### src/eps_pkg.sv
// Shared constants and types for the encoder pulse speed meter.
// No dependencies; compiled before every other file of the block.
`timescale 1ns / 1ps
`default_nettype none
package eps_pkg;

    localparam int COUNT_BITS  = 16;
    localparam int TICK_BITS   = 24;
    localparam int WINDOW_BITS = 24;
    localparam int SCALE_BITS  = 32;
    localparam int PULSES_BITS = 16;
    localparam int RPS_BITS    = 32;
    localparam int RPM_BITS    = 40;
    localparam int PROD_BITS   = COUNT_BITS + SCALE_BITS;
    localparam int QUEUE_DEPTH = 4;
    localparam int QPTR_BITS   = $clog2(QUEUE_DEPTH);

    localparam int CFG_ADDR_BITS = 3;
    localparam int CFG_DATA_BITS = 32;

    typedef enum logic
    {
        REG_WINDOW_TICKS = 1'b0,
        REG_SPEED_SCALE  = 1'b1
    } reg_index_t;

    typedef logic [COUNT_BITS-1:0]  count_t;
    typedef logic [TICK_BITS-1:0]   tick_t;
    typedef logic [WINDOW_BITS-1:0] window_t;
    typedef logic [SCALE_BITS-1:0]  scale_t;

    // one closed window, handed from the front part to the queue
    typedef struct packed
    {
        logic   valid;
        count_t pulses;
    } window_beat_t;

    // queue status seen by its neighbors
    typedef struct packed
    {
        logic   full;
        logic   empty;
        count_t head;
    } queue_status_t;

endpackage
`default_nettype wire

### src/eps_if.sv
// Stream interfaces for encoder samples and speed results.
// Depends on eps_pkg for field widths.
`timescale 1ns / 1ps
`default_nettype none
interface eps_sample_if;
    logic valid;
    logic ready;
    logic level_a;
    logic level_b;

    modport source (output valid, output level_a, output level_b, input ready);
    modport sink   (input valid, input level_a, input level_b, output ready);
endinterface

interface eps_result_if;
    logic                              valid;
    logic                              ready;
    logic [eps_pkg::PULSES_BITS-1:0]   window_pulses;
    logic [eps_pkg::RPS_BITS-1:0]      rev_per_sec;
    logic [eps_pkg::RPM_BITS-1:0]      rev_per_min;

    modport source (output valid, output window_pulses, output rev_per_sec,
                    output rev_per_min, input ready);
    modport sink   (input valid, input window_pulses, input rev_per_sec,
                    input rev_per_min, output ready);
endinterface
`default_nettype wire

### src/eps_front.sv
// Front part: edge qualification, pulse and tick counting, window close.
// Depends on eps_pkg.
`timescale 1ns / 1ps
`default_nettype none
module eps_front
(
    input  wire logic                  clk,
    input  wire logic                  rst_n,
    input  wire logic                  beat,
    input  wire logic                  level_a,
    input  wire logic                  level_b,
    input  wire eps_pkg::window_t      window_ticks,
    output eps_pkg::window_beat_t      push
);
    import eps_pkg::*;

    localparam count_t COUNT_MAX = {COUNT_BITS{1'b1}};
    localparam tick_t  TICK_MAX  = {TICK_BITS{1'b1}};

    logic   prev_a_reg, prev_b_reg, primed_reg, armed_a_reg, armed_b_reg;
    logic   prev_a_next, prev_b_next, primed_next, armed_a_next, armed_b_next;
    count_t pulse_reg, pulse_next, pulse_sum;
    tick_t  tick_reg, tick_next, tick_inc;
    logic   hit_a, hit_b, close;
    logic [COUNT_BITS+1:0] wide_sum;
    logic [WINDOW_BITS-1:0] limit;

    always_comb
    begin
        armed_a_next = armed_a_reg;
        armed_b_next = armed_b_reg;
        hit_a = 1'b0;
        hit_b = 1'b0;
        if (primed_reg)
        begin
            if (!prev_a_reg && level_a)
                armed_a_next = 1'b1;
            else if (prev_a_reg && !level_a && armed_a_reg)
            begin
                hit_a = 1'b1;
                armed_a_next = 1'b0;
            end
            if (prev_b_reg && !level_b)
                armed_b_next = 1'b1;
            else if (!prev_b_reg && level_b && armed_b_reg)
            begin
                hit_b = 1'b1;
                armed_b_next = 1'b0;
            end
        end
        prev_a_next = level_a;
        prev_b_next = level_b;
        primed_next = 1'b1;

        // saturate at full scale; two hits in one sample add two
        wide_sum = {2'b00, pulse_reg} + {{(COUNT_BITS+1){1'b0}}, hit_a}
                   + {{(COUNT_BITS+1){1'b0}}, hit_b};
        pulse_sum = (wide_sum > {2'b00, COUNT_MAX}) ? COUNT_MAX : wide_sum[COUNT_BITS-1:0];

        tick_inc = (tick_reg != TICK_MAX) ? tick_reg + 1'b1 : tick_reg;
        limit = (window_ticks == '0) ? WINDOW_BITS'(1) : window_ticks;
        close = ({{WINDOW_BITS{1'b0}}, tick_inc} >= {{TICK_BITS{1'b0}}, limit})
                || (tick_inc == TICK_MAX);

        pulse_next = close ? '0 : pulse_sum;
        tick_next  = close ? '0 : tick_inc;

        push.valid  = beat && close;
        push.pulses = pulse_sum;
    end

    always_ff @(posedge clk or negedge rst_n)
    begin
        if (!rst_n)
        begin
            prev_a_reg  <= 1'b0;
            prev_b_reg  <= 1'b0;
            primed_reg  <= 1'b0;
            armed_a_reg <= 1'b0;
            armed_b_reg <= 1'b0;
            pulse_reg   <= '0;
            tick_reg    <= '0;
        end
        else if (beat)
        begin
            prev_a_reg  <= prev_a_next;
            prev_b_reg  <= prev_b_next;
            primed_reg  <= primed_next;
            armed_a_reg <= armed_a_next;
            armed_b_reg <= armed_b_next;
            pulse_reg   <= pulse_next;
            tick_reg    <= tick_next;
        end
    end
endmodule
`default_nettype wire

### src/eps_queue.sv
// Short queue of closed-window pulse counts between front and back.
// Depends on eps_pkg.
`timescale 1ns / 1ps
`default_nettype none
module eps_queue
(
    input  wire logic                  clk,
    input  wire logic                  rst_n,
    input  wire eps_pkg::window_beat_t push,
    input  wire logic                  pop,
    output eps_pkg::queue_status_t     status
);
    import eps_pkg::*;

    count_t                 slot_reg [QUEUE_DEPTH];
    logic [QPTR_BITS-1:0]   wr_reg, rd_reg;
    logic [QPTR_BITS:0]     fill_reg, fill_next;

    always_comb
    begin
        fill_next = fill_reg;
        if (push.valid && !pop)
            fill_next = fill_reg + 1'b1;
        else if (pop && !push.valid)
            fill_next = fill_reg - 1'b1;
        status.full  = (fill_reg == (QPTR_BITS+1)'(QUEUE_DEPTH));
        status.empty = (fill_reg == '0);
        status.head  = slot_reg[rd_reg];
    end

    always_ff @(posedge clk)
    begin
        if (push.valid)
            slot_reg[wr_reg] <= push.pulses;
    end

    always_ff @(posedge clk or negedge rst_n)
    begin
        if (!rst_n)
        begin
            wr_reg   <= '0;
            rd_reg   <= '0;
            fill_reg <= '0;
        end
        else
        begin
            if (push.valid)
                wr_reg <= wr_reg + 1'b1;
            if (pop)
                rd_reg <= rd_reg + 1'b1;
            fill_reg <= fill_next;
        end
    end
endmodule
`default_nettype wire

### src/eps_back.sv
// Back part: pulse count times scale, saturation, rpm, output register.
// Depends on eps_pkg.
`timescale 1ns / 1ps
`default_nettype none
module eps_back
(
    input  wire logic                     clk,
    input  wire logic                     rst_n,
    input  wire eps_pkg::queue_status_t   status,
    input  wire eps_pkg::scale_t          speed_scale,
    output logic                          pop,
    output logic                          out_valid,
    input  wire logic                     out_ready,
    output logic [eps_pkg::PULSES_BITS-1:0] window_pulses,
    output logic [eps_pkg::RPS_BITS-1:0]    rev_per_sec,
    output logic [eps_pkg::RPM_BITS-1:0]    rev_per_min
);
    import eps_pkg::*;

    localparam logic [PROD_BITS-1:0]   RPS_LIMIT = PROD_BITS'({RPS_BITS{1'b1}});
    localparam logic [PROD_BITS+5:0]   RPM_LIMIT = (PROD_BITS+6)'({RPM_BITS{1'b1}});
    localparam logic [COUNT_BITS:0]    PULSES_LIMIT = (COUNT_BITS+1)'({PULSES_BITS{1'b1}});

    logic                    s1_valid_reg;
    count_t                  s1_pulses_reg;
    logic [PROD_BITS-1:0]    s1_prod_reg;
    logic                    out_valid_reg;
    logic [PULSES_BITS-1:0]  pulses_reg;
    logic [RPS_BITS-1:0]     rps_reg;
    logic [RPM_BITS-1:0]     rpm_reg;

    logic                    s2_free, s1_free;
    logic [PROD_BITS+5:0]    prod_x60;
    logic [PULSES_BITS-1:0]  pulses_next;
    logic [RPS_BITS-1:0]     rps_next;
    logic [RPM_BITS-1:0]     rpm_next;

    always_comb
    begin
        s2_free = !out_valid_reg || out_ready;
        s1_free = !s1_valid_reg || s2_free;
        pop     = !status.empty && s1_free;

        // times 60 as times 64 minus times 4
        prod_x60 = {s1_prod_reg, 6'b0} - {4'b0, s1_prod_reg, 2'b0};
        rps_next = (s1_prod_reg > RPS_LIMIT) ? {RPS_BITS{1'b1}} : s1_prod_reg[RPS_BITS-1:0];
        rpm_next = (prod_x60 > RPM_LIMIT) ? {RPM_BITS{1'b1}} : prod_x60[RPM_BITS-1:0];
        pulses_next = ({1'b0, s1_pulses_reg} > PULSES_LIMIT) ? {PULSES_BITS{1'b1}}
                                                            : s1_pulses_reg[PULSES_BITS-1:0];
    end

    always_ff @(posedge clk)
    begin
        if (pop)
        begin
            s1_pulses_reg <= status.head;
            s1_prod_reg   <= PROD_BITS'(status.head) * PROD_BITS'(speed_scale);
        end
        if (s1_valid_reg && s2_free)
        begin
            pulses_reg <= pulses_next;
            rps_reg    <= rps_next;
            rpm_reg    <= rpm_next;
        end
    end

    always_ff @(posedge clk or negedge rst_n)
    begin
        if (!rst_n)
        begin
            s1_valid_reg  <= 1'b0;
            out_valid_reg <= 1'b0;
        end
        else
        begin
            if (s1_free)
                s1_valid_reg <= pop;
            if (s2_free)
                out_valid_reg <= s1_valid_reg;
        end
    end

    assign out_valid     = out_valid_reg;
    assign window_pulses = pulses_reg;
    assign rev_per_sec   = rps_reg;
    assign rev_per_min   = rpm_reg;
endmodule
`default_nettype wire

### src/encoder_pulse_speed_meter.sv
// Top level of the encoder pulse speed meter: APB registers and the three parts.
// Depends on eps_pkg, eps_if, eps_front, eps_queue and eps_back.
//
// Use: feed one sample of encoder phases A and B per beat on the sample channel
// (valid/ready). Phase A counts a pulse on a falling edge after a rising one,
// phase B on a rising edge after a falling one. After window_ticks samples the
// block sends one beat on the result channel: the window's pulse count, and the
// speed as saturated unsigned values, rev/s in Q16.16 and rev/min in Q24.16.
// Throughput: one sample per cycle while the queue is not full. The front part
// is a single register stage that closes the window; closed counts wait in a
// 4-entry queue. A result passes from the sample that closes its window through
// a queue slot, the registered 16x32 multiply and the saturating output register.
// Reset: counters, arming, previous levels and the queue clear; window_ticks
// returns to 33000 and speed_scale to 1612. The first sample only primes levels.
// Stall: when the receiver holds ready low, the output register holds its beat,
// the multiply stage and the queue fill, and sample ready drops only once the
// queue is full. Write registers only while the block is idle.
`timescale 1ns / 1ps
`default_nettype none
module encoder_pulse_speed_meter
(
    input  wire logic                                clk,
    input  wire logic                                rst_n,
    eps_sample_if.sink                               sample,
    eps_result_if.source                             result,
    input  wire logic                                psel,
    input  wire logic                                penable,
    input  wire logic                                pwrite,
    input  wire logic [eps_pkg::CFG_ADDR_BITS-1:0]   paddr,
    input  wire logic [eps_pkg::CFG_DATA_BITS-1:0]   pwdata,
    output logic [eps_pkg::CFG_DATA_BITS-1:0]        prdata,
    output logic                                     pready
);
    import eps_pkg::*;

    window_t       window_ticks_reg;
    scale_t        speed_scale_reg;
    window_beat_t  push;
    queue_status_t status;
    logic          pop;
    logic          beat;
    reg_index_t    index;

    // register i sits at byte address 4*i
    assign index  = reg_index_t'(paddr[2]);
    assign pready = 1'b1;

    always_comb
    begin
        case (index)
            REG_WINDOW_TICKS: prdata = CFG_DATA_BITS'(window_ticks_reg);
            REG_SPEED_SCALE:  prdata = CFG_DATA_BITS'(speed_scale_reg);
            default:          prdata = '0;
        endcase
    end

    always_ff @(posedge clk or negedge rst_n)
    begin
        if (!rst_n)
        begin
            window_ticks_reg <= WINDOW_BITS'(33000);
            speed_scale_reg  <= SCALE_BITS'(1612);
        end
        else if (psel && penable && pwrite && pready)
        begin
            case (index)
                REG_WINDOW_TICKS: window_ticks_reg <= pwdata[WINDOW_BITS-1:0];
                REG_SPEED_SCALE:  speed_scale_reg  <= pwdata[SCALE_BITS-1:0];
                default:          ;
            endcase
        end
    end

    // accept a sample whenever the queue has room for a possible window close
    assign sample.ready = !status.full;
    assign beat         = sample.valid && !status.full;

    eps_front u_front
    (
        .clk          (clk),
        .rst_n        (rst_n),
        .beat         (beat),
        .level_a      (sample.level_a),
        .level_b      (sample.level_b),
        .window_ticks (window_ticks_reg),
        .push         (push)
    );

    eps_queue u_queue
    (
        .clk    (clk),
        .rst_n  (rst_n),
        .push   (push),
        .pop    (pop),
        .status (status)
    );

    eps_back u_back
    (
        .clk           (clk),
        .rst_n         (rst_n),
        .status        (status),
        .speed_scale   (speed_scale_reg),
        .pop           (pop),
        .out_valid     (result.valid),
        .out_ready     (result.ready),
        .window_pulses (result.window_pulses),
        .rev_per_sec   (result.rev_per_sec),
        .rev_per_min   (result.rev_per_min)
    );
endmodule
`default_nettype wire
### src/flat_wrapper.sv
// flat-port wrapper written by rule: the top's interface ports become plain ports
module encoder_pulse_speed_meter_flat import eps_pkg::*;
  (clk, rst_n, psel, penable, pwrite, paddr, pwdata, prdata, pready, sample_valid, sample_level_a, sample_level_b, sample_ready, result_valid, result_window_pulses, result_rev_per_sec, result_rev_per_min, result_ready);
  eps_sample_if sample_i ();
  eps_result_if result_i ();
  input  wire logic clk;
  input  wire logic rst_n;
  input  wire logic psel;
  input  wire logic penable;
  input  wire logic pwrite;
  input  wire logic [eps_pkg::CFG_ADDR_BITS-1:0] paddr;
  input  wire logic [eps_pkg::CFG_DATA_BITS-1:0] pwdata;
  output logic [eps_pkg::CFG_DATA_BITS-1:0] prdata;
  output logic pready;
  input wire logic [$bits(sample_i.valid)-1:0] sample_valid;
  input wire logic [$bits(sample_i.level_a)-1:0] sample_level_a;
  input wire logic [$bits(sample_i.level_b)-1:0] sample_level_b;
  output wire logic [$bits(sample_i.ready)-1:0] sample_ready;
  output wire logic [$bits(result_i.valid)-1:0] result_valid;
  output wire logic [$bits(result_i.window_pulses)-1:0] result_window_pulses;
  output wire logic [$bits(result_i.rev_per_sec)-1:0] result_rev_per_sec;
  output wire logic [$bits(result_i.rev_per_min)-1:0] result_rev_per_min;
  input wire logic [$bits(result_i.ready)-1:0] result_ready;
  assign sample_i.valid = sample_valid;
  assign sample_i.level_a = sample_level_a;
  assign sample_i.level_b = sample_level_b;
  assign sample_ready = sample_i.ready;
  assign result_valid = result_i.valid;
  assign result_window_pulses = result_i.window_pulses;
  assign result_rev_per_sec = result_i.rev_per_sec;
  assign result_rev_per_min = result_i.rev_per_min;
  assign result_i.ready = result_ready;
  encoder_pulse_speed_meter u_core (.clk(clk), .rst_n(rst_n), .sample(sample_i), .result(result_i), .psel(psel), .penable(penable), .pwrite(pwrite), .paddr(paddr), .pwdata(pwdata), .prdata(prdata), .pready(pready));
endmodule
### config.mk
export PLATFORM = sky130hd
export DESIGN_NAME = encoder_pulse_speed_meter_flat
export DESIGN_NICKNAME = d
export VERILOG_FILES = /design/src/eps_pkg.sv /design/src/eps_if.sv /design/src/eps_front.sv /design/src/eps_queue.sv /design/src/eps_back.sv /design/src/encoder_pulse_speed_meter.sv /design/src/flat_wrapper.sv
export SDC_FILE = /design/constraint.sdc
export NUM_CORES = 2
export LEC_CHECK = 0
export ABC_AREA = 1
export BUFFER_PORTS_ARGS = -buffer_cell sky130_fd_sc_hd__buf_2
export CORE_ASPECT_RATIO = 2
export CORE_MARGIN = 2
export CORE_UTILIZATION = 25
export CTS_CLUSTER_DIAMETER = 50
export CTS_CLUSTER_SIZE = 28
export DETAILED_ROUTE_END_ITERATION = 16
export GPL_TIMING_DRIVEN = 0
export HOLD_SLACK_MARGIN = 0.06
export PLACE_DENSITY = 0.42
export SETUP_SLACK_MARGIN = 0.5
export SKIP_CTS_REPAIR_TIMING = 1
export SYNTH_ARGS = -nofsm -noshare
export SYNTH_HDL_FRONTEND = slang
export SYNTH_SLANG_ARGS = --single-unit
### constraint.sdc
create_clock -name clk -period 20.3 [get_ports clk]
set_clock_uncertainty 0.2 [all_clocks]
set_input_delay 2.03 -clock clk [delete_from_list [all_inputs] [get_ports clk]]
set_output_delay 2.03 -clock clk [all_outputs]
set_load 0.005 [all_outputs]
# [Word level (Yosys, flattened, before mapping)]
# Memory sizes are Yosys's and may differ from the RTL's.
# Index checks and enable logic that the tools add are counted.
[totals] register_bits=262 ramBits=64 inputBits=44 output_inout_bits=123 wordCells=93 memories=1
[memory_table] name="u_core.u_queue.slot_reg" words=4 word_bits=16 rd=1 rd_ports_with_merged_regs=0 write_ports=1 line_no="eps_queue.sv:15" rtl="count_t slot_reg [QUEUE_DEPTH];"
[classes] add_sub_neg=8 n_mul=1 n_lt_le_gt_ge=4 eq_ne=3 mux=20 bitwise_logic=1 n_reduce_logical=36
[op_table] operator="$mux W24" n=3
[op_table] operator="$pmux W32 S2" n=1
[op_table] operator="$gt A54 B40 Y1 const B" n=1
[op_table] operator="$sub A54 B50 Y54" n=1
[op_table] operator="$gt A48 B32 Y1 const B" n=1
[op_table] operator="$mul A16 B32 Y48" n=1
[op_table] operator="$mux W16" n=2
[op_table] operator="$add A24 B1 Y24 const B" n=1
[op_table] operator="$eq A24 B24 Y1 const B" n=1
[op_table] operator="$ge A24 B24 Y1" n=1
[op_table] operator="$logic_not A24 Y1" n=1
[op_table] operator="$ne A24 B24 Y1 const B" n=1
[op_table] operator="$add A17 B1 Y18" n=1
[op_table] operator="$gt A18 B16 Y1 const B" n=1
[op_table] operator="$add A16 B1 Y17" n=1
[op_table] operator="$logic_and A1 B1 Y1" n=14
[op_table] operator="$mux W1" n=12
[op_table] operator="$logic_not A1 Y1" n=10
[op_table] operator="$mux W3" n=2
[op_table] operator="$reduce_and A3 Y1" n=2
[op_table] operator="$reduce_bool A2 Y1" n=3
[op_table] operator="$add A2 B1 Y2 const B" n=2
[op_table] operator="$reduce_and A2 Y1" n=2
[op_table] operator="$add A3 B1 Y3 const B" n=1
[op_table] operator="5 further kinds" n=7

# [Longest topological paths before layout]
[logic_depth] ltp_word=11 depth_mapped=33 mapped_depth_nobuf=30

# [Hierarchy]
# From an unflattened synthesis, not the netlist that was laid out.
[unflattened] hier_cells=4657 hier_area_um2=36387.4
[modules_own_cells] mod="eps_back" n_inst=1 cells_each=3466 area_per_inst_um2=26467.9 seq_area_each_um2=4584.4
[modules_own_cells] mod="eps_front" n_inst=1 cells_each=611 area_per_inst_um2=4078.9 seq_area_each_um2=1126.1
[modules_own_cells] mod="eps_queue" n_inst=1 cells_each=234 area_per_inst_um2=3209.3 seq_area_each_um2=2097.0
[modules_own_cells] mod="encoder_pulse_speed_meter" n_inst=1 cells_each=346 area_per_inst_um2=2631.3 seq_area_each_um2=1413.9

# [Worst setup path after synthesis]
# Ideal clock, no wire load.
[synth_path] path_kind="input-to-reg" start="in result_ready" end="reg u_core.u_back.rpm_reg[10] (netlist: u_core.u_back.rev_per_min[10]), enable pin" setup_time_ns=0.561 arrival_time_ns=6.277 required_time_ns=19.539 setup_slack_ns=13.262 stages=2 n_path_buf=0 cell_sequence="inv_1 -> a21oi_1"
[synth_between] elab_chain_cells=2
[synth_lines] element="from (decl)" line_no="flat_wrapper.sv:23" rtl="input wire logic [$bits(result_i.ready)-1:0] result_ready;"
[synth_lines] element="$logic_or A1 B1 Y1" line_no="eps_back.sv:40" rtl="s2_free = !out_valid_reg || out_ready;"
[synth_lines] element="$logic_and A1 B1 Y1" line_no="eps_back.sv:59" rtl="if (s1_valid_reg && s2_free)"
[synth_lines] element="to (signal assigned)" line_no="eps_back.sv:63" rtl="rpm_reg <= rpm_next;"
[synth_lines] element="to (decl)" line_no="eps_back.sv:30" rtl="logic [RPM_BITS-1:0] rpm_reg;"
# Every way passes these cells.
# A chain may end at the register's enable or synchronous reset.

# [Final worst setup path]
[layout_path] start="reg u_core.u_queue.rd_reg[1]" end="reg u_core.u_back.s1_prod_reg[37], data pin"
[layout_between] elab_chain_cells=2
[layout_lines] element="from (decl)" line_no="eps_queue.sv:16" rtl="logic [QPTR_BITS-1:0] wr_reg, rd_reg;"
[layout_lines] element="from (signal assigned)" line_no="eps_queue.sv:50" rtl="rd_reg <= rd_reg + 1'b1;"
[layout_lines] element="$mem_v2 Z4 W16"
[layout_lines] element="$mul A16 B32 Y48" line_no="eps_back.sv:57" rtl="s1_prod_reg <= PROD_BITS'(status.head) * PROD_BITS'(speed_scale);"
[layout_lines] element="to (signal assigned)" line_no="eps_back.sv:57"
[layout_lines] element="to (decl)" line_no="eps_back.sv:26" rtl="logic [PROD_BITS-1:0] s1_prod_reg;"
# Every way passes these cells.

==> impl_metrics.env <==
export IMPL_cpPeakStageDelay_ns=0.90
export IMPL_clock_latency_ns=0.62
export IMPL_slowest_stage="clkbuf_1"
export IMPL_syn_area_um2=34500
export IMPL_min_period_over_period_pct=48.8
export IMPL_synth_cell_types=44
export IMPL_route_detailed_drc=0
export IMPL_io_buffer_count=163
export IMPL_die_area_um2=141000
export IMPL_cp_arrival_ns=10.07
export IMPL_min_delay_start="u_core.u_back.pulses_next[11]"
export IMPL_antenna_left=0
export IMPL_fp_coreArea_um2=137000
export IMPL_rrSetupSlack_ns=10.39
export IMPL_clock_sinks=325
export IMPL_grt_max_degree=85
export IMPL_n_fill_cell=15100
export IMPL_drive_gt1_share_pct=6.15
export IMPL_critPathKind="reg -> reg"
export IMPL_max_freq_ghz=0.101
export IMPL_start_util_pct=25.2
export IMPL_required_ns=20.46
export IMPL_clkSlewWorstSetupHoldPaths_ns=0.08
export IMPL_track_usage_pct=19.7
export IMPL_finalSetupViolations=0
export IMPL_critPathMaxFanout=10
export IMPL_maxCapViolCount=0
export IMPL_root_buffer="clkbuf_16"
export IMPL_first_iter_violations=1273
export IMPL_synth_fp_nets=5035
export IMPL_grt_pass1_vias=31200
export IMPL_whs_endpoint="u_core.u_back.window_pulses[11]"
export IMPL_drv_slew=0
export IMPL_critPathLaunchType="register"
export IMPL_areaGrowthSynthToFinish_pct=13.3
export IMPL_tns_ns=0
export IMPL_first_pass_iters=5
export IMPL_clockBufferDepth=3
export IMPL_grt_pass1_wl_mm=201
export IMPL_status="complete, no violations"
export IMPL_end_kind="register"
export IMPL_ys_ff_latch=325
export IMPL_relSlewSlack_pct=18.2
export IMPL_via_count=28700
export IMPL_wl_mm=138
export IMPL_cts_tree="done"
export IMPL_final_nets=5248
export IMPL_worst_pin_slew_ns=1.23
export IMPL_h_tree_depth=2
export IMPL_largest_reg_flops=64
export IMPL_utilization_pct=28.6
export IMPL_min_period_ns=9.91
export IMPL_synth_cells=4375
export IMPL_whs_path_depth=0
export IMPL_rsz0062_at_grt="false"
export IMPL_die_h_um=530
export IMPL_syn_avg_cell_area_um2=7.89
export IMPL_ys_warn_count=0
export IMPL_antenna_found_initial=1
export IMPL_grt_overflow=0
export IMPL_io_pins=167
export IMPL_ys_seq_area_share_pct=26.7
export IMPL_crit_reg2reg_launch="u_core.u_queue.rd_reg[1]"
export IMPL_hold_path_class="reg -> reg"
export IMPL_die_w_um=267
export IMPL_r2r_worst_path_cells=28
export IMPL_rr_endpoint="u_core.u_back.s1_prod_reg[37]"
export IMPL_hpwl_mm=118
export IMPL_cts_made_buffers=38
export IMPL_via_per_inst=4.50
export IMPL_wl_per_cell_um=21.6
export IMPL_gp_congestion=0.960
export IMPL_hold_violations=0
export IMPL_rows=192
-- Yosys cell counts --
library cell | instances | area share (%)
a211oi_1 | 1 | 0.022
a21boi_0 | 1 | 0.022
a21o_1 | 8 | 0.17
a21oi_1 | 110 | 1.6
a31oi_1 | 29 | 0.53
and3_1 | 7 | 0.13
buf_1 | 2 | 0.022
buf_2 | 5 | 0.072
buf_4 | 8 | 0.17
buf_6 | 3 | 0.098
clkbuf_1 | 117 | 1.3
clkinv_1 | 8 | 0.087
conb_1 | 1 | 0.011
dfrtp_1 | 100 | 7.2
dfstp_2 | 10 | 0.76
edfxtp_1 | 215 | 19
fa_1 | 420 | 24
ha_1 | 196 | 7.1
inv_1 | 962 | 10
inv_2 | 2 | 0.022
nand2_1 | 1174 | 13
nand2_2 | 3 | 0.054
nand3_1 | 159 | 2.3
nand3_2 | 1 | 0.029
nand3b_1 | 7 | 0.15
nand4_1 | 30 | 0.54
nor2_1 | 468 | 5.1
nor2_2 | 3 | 0.054
nor2_4 | 1 | 0.033
nor3_1 | 22 | 0.32
nor3_2 | 1 | 0.029
nor4_1 | 7 | 0.13
o211ai_1 | 2 | 0.043
o21a_1 | 3 | 0.065
o21ai_0 | 139 | 2.0
o21ai_1 | 3 | 0.043
o21ai_2 | 1 | 0.025
o21bai_1 | 12 | 0.26
o221ai_1 | 2 | 0.051
o22ai_1 | 25 | 0.45
o31ai_1 | 2 | 0.043
o41ai_1 | 1 | 0.025
xnor2_1 | 44 | 1.1
xor2_1 | 60 | 1.5
-- layer usage --
layer | track usage, % | share of wire (%) | routed length, um | up-vias
met2 | 40.3 | 57 | 79000 | 672
met5 | 0 | 0 | 0 | -
li1 | - | - | - | 13700
met1 | 17.2 | 31 | 42900 | 14000
met4 | 15.3 | 9.1 | 12600 | 0
met3 | 1.42 | 2.2 | 3050 | 335
-- cells in the final DEF, fill, tap and decap left out, types with 4 or more instances in the layout --
| cell type | Yosys | layout |
|---|---|---|
| nand2_1 | 1174 | 1174 |
| inv_1 | 962 | 961 |
| nor2_1 | 468 | 464 |
| fa_1 | 420 | 420 |
| edfxtp_1 | 215 | 215 |
| ha_1 | 196 | 196 |
| buf_2 | 5 | 167 |
| nand3_1 | 159 | 159 |
| o21ai_0 | 139 | 139 |
| clkbuf_1 | 117 | 120 |
| a21oi_1 | 110 | 109 |
| dfrtp_1 | 100 | 100 |
| xor2_1 | 60 | 60 |
| xnor2_1 | 44 | 44 |
| clkbuf_16 | 0 | 40 |
| nand4_1 | 30 | 30 |
| a31oi_1 | 29 | 29 |
| o22ai_1 | 25 | 25 |
| nor3_1 | 22 | 22 |
| o21bai_1 | 12 | 12 |
| dfstp_2 | 10 | 10 |
| clkinv_1 | 8 | 9 |
| buf_4 | 8 | 9 |
| a21o_1 | 8 | 8 |
| clkinv_8 | 0 | 8 |
| and3_1 | 7 | 7 |
| nor2_2 | 3 | 7 |
| nand3b_1 | 7 | 7 |
| nor4_1 | 7 | 6 |
| inv_6 | 0 | 6 |
| buf_6 | 3 | 4 |
-- layout make-up --
cell class              instances  area, um^2  area share [%]
multi-input cells            2943       21100            54.0
flip-flops and latches        325        9220            23.6
inverters                     972        3650            9.33
well taps                    1746        2180            5.58
clock buffers                  45        1040            2.66
repair buffers                173        1020            2.60
plain buffers                 135         566            1.45
clock inverters                25         332           0.847
diodes                          1        2.50         0.00639
-- worst max-delay path, delay by kind of cell, from the launching register on --
| kind | cells | cell delay, ns |
|---|---|---|
| fa+ha+maj | 7 | 3.62 |
| flops | 1 | 0.36 |
| buf+inv | 9 | 2.33 |
| simple gates | 7 | 1.32 |
| compound gates | 5 | 1.77 |
-- cells by family after synthesis --
kind of cell	synth area share, %
AND/OR/NAND/NOR	21.6
buffers and inverters	12.2
adder cells (fa/ha/maj)	31.5
AO/OA/AOI/OAI	5.36
flip-flops	26.7
XOR/XNOR	2.64
other	0.0109
-- worst max path at each step --
| stage | from | end | slack [ns] | cells past startpoint |
|---|---|---|---|---|
| 4_1_cts | u_core.u_queue.rd_reg[1] | u_core.u_back.s1_prod_reg[47] | 10.38 | 25 |
| 3_3_place_gp | result_ready | u_core.u_back.window_pulses[9] | 10.14 | 3 |
| 5_1_grt | u_core.u_queue.rd_reg[1] | u_core.u_back.s1_prod_reg[47] | 10.17 | 25 |
| 2_1_floorplan | result_ready | u_core.u_back.rev_per_min[10] | 13.26 | 2 |
| 6_report | u_core.u_queue.rd_reg[1] | u_core.u_back.s1_prod_reg[37] | 10.39 | 28 |
| 3_5_place_dp | u_core.u_queue.rd_reg[1] | u_core.u_back.s1_prod_reg[47] | 10.39 | 25 |
-- per-stage QoR --
step / area (um^2) / hold slack (ns) / std cells / setup slack [ns]
CTS: 39100 / 0.218 / 6364 / 10.38
global placement: 37500 / 0.206 / 6284 / 10.14
finish: 39100 / 0.216 / 6365 / 10.39
detailed placement: 37800 / 0.208 / 6294 / 10.39
floorplan: 34500 / 0.200 / 4375 / 13.26
global route: 39100 / 0.230 / 6365 / 10.17
Power is left out: the tool's default activity adds up to more than one toggle a clock period on the data nets, which glitch-free logic cannot reach.
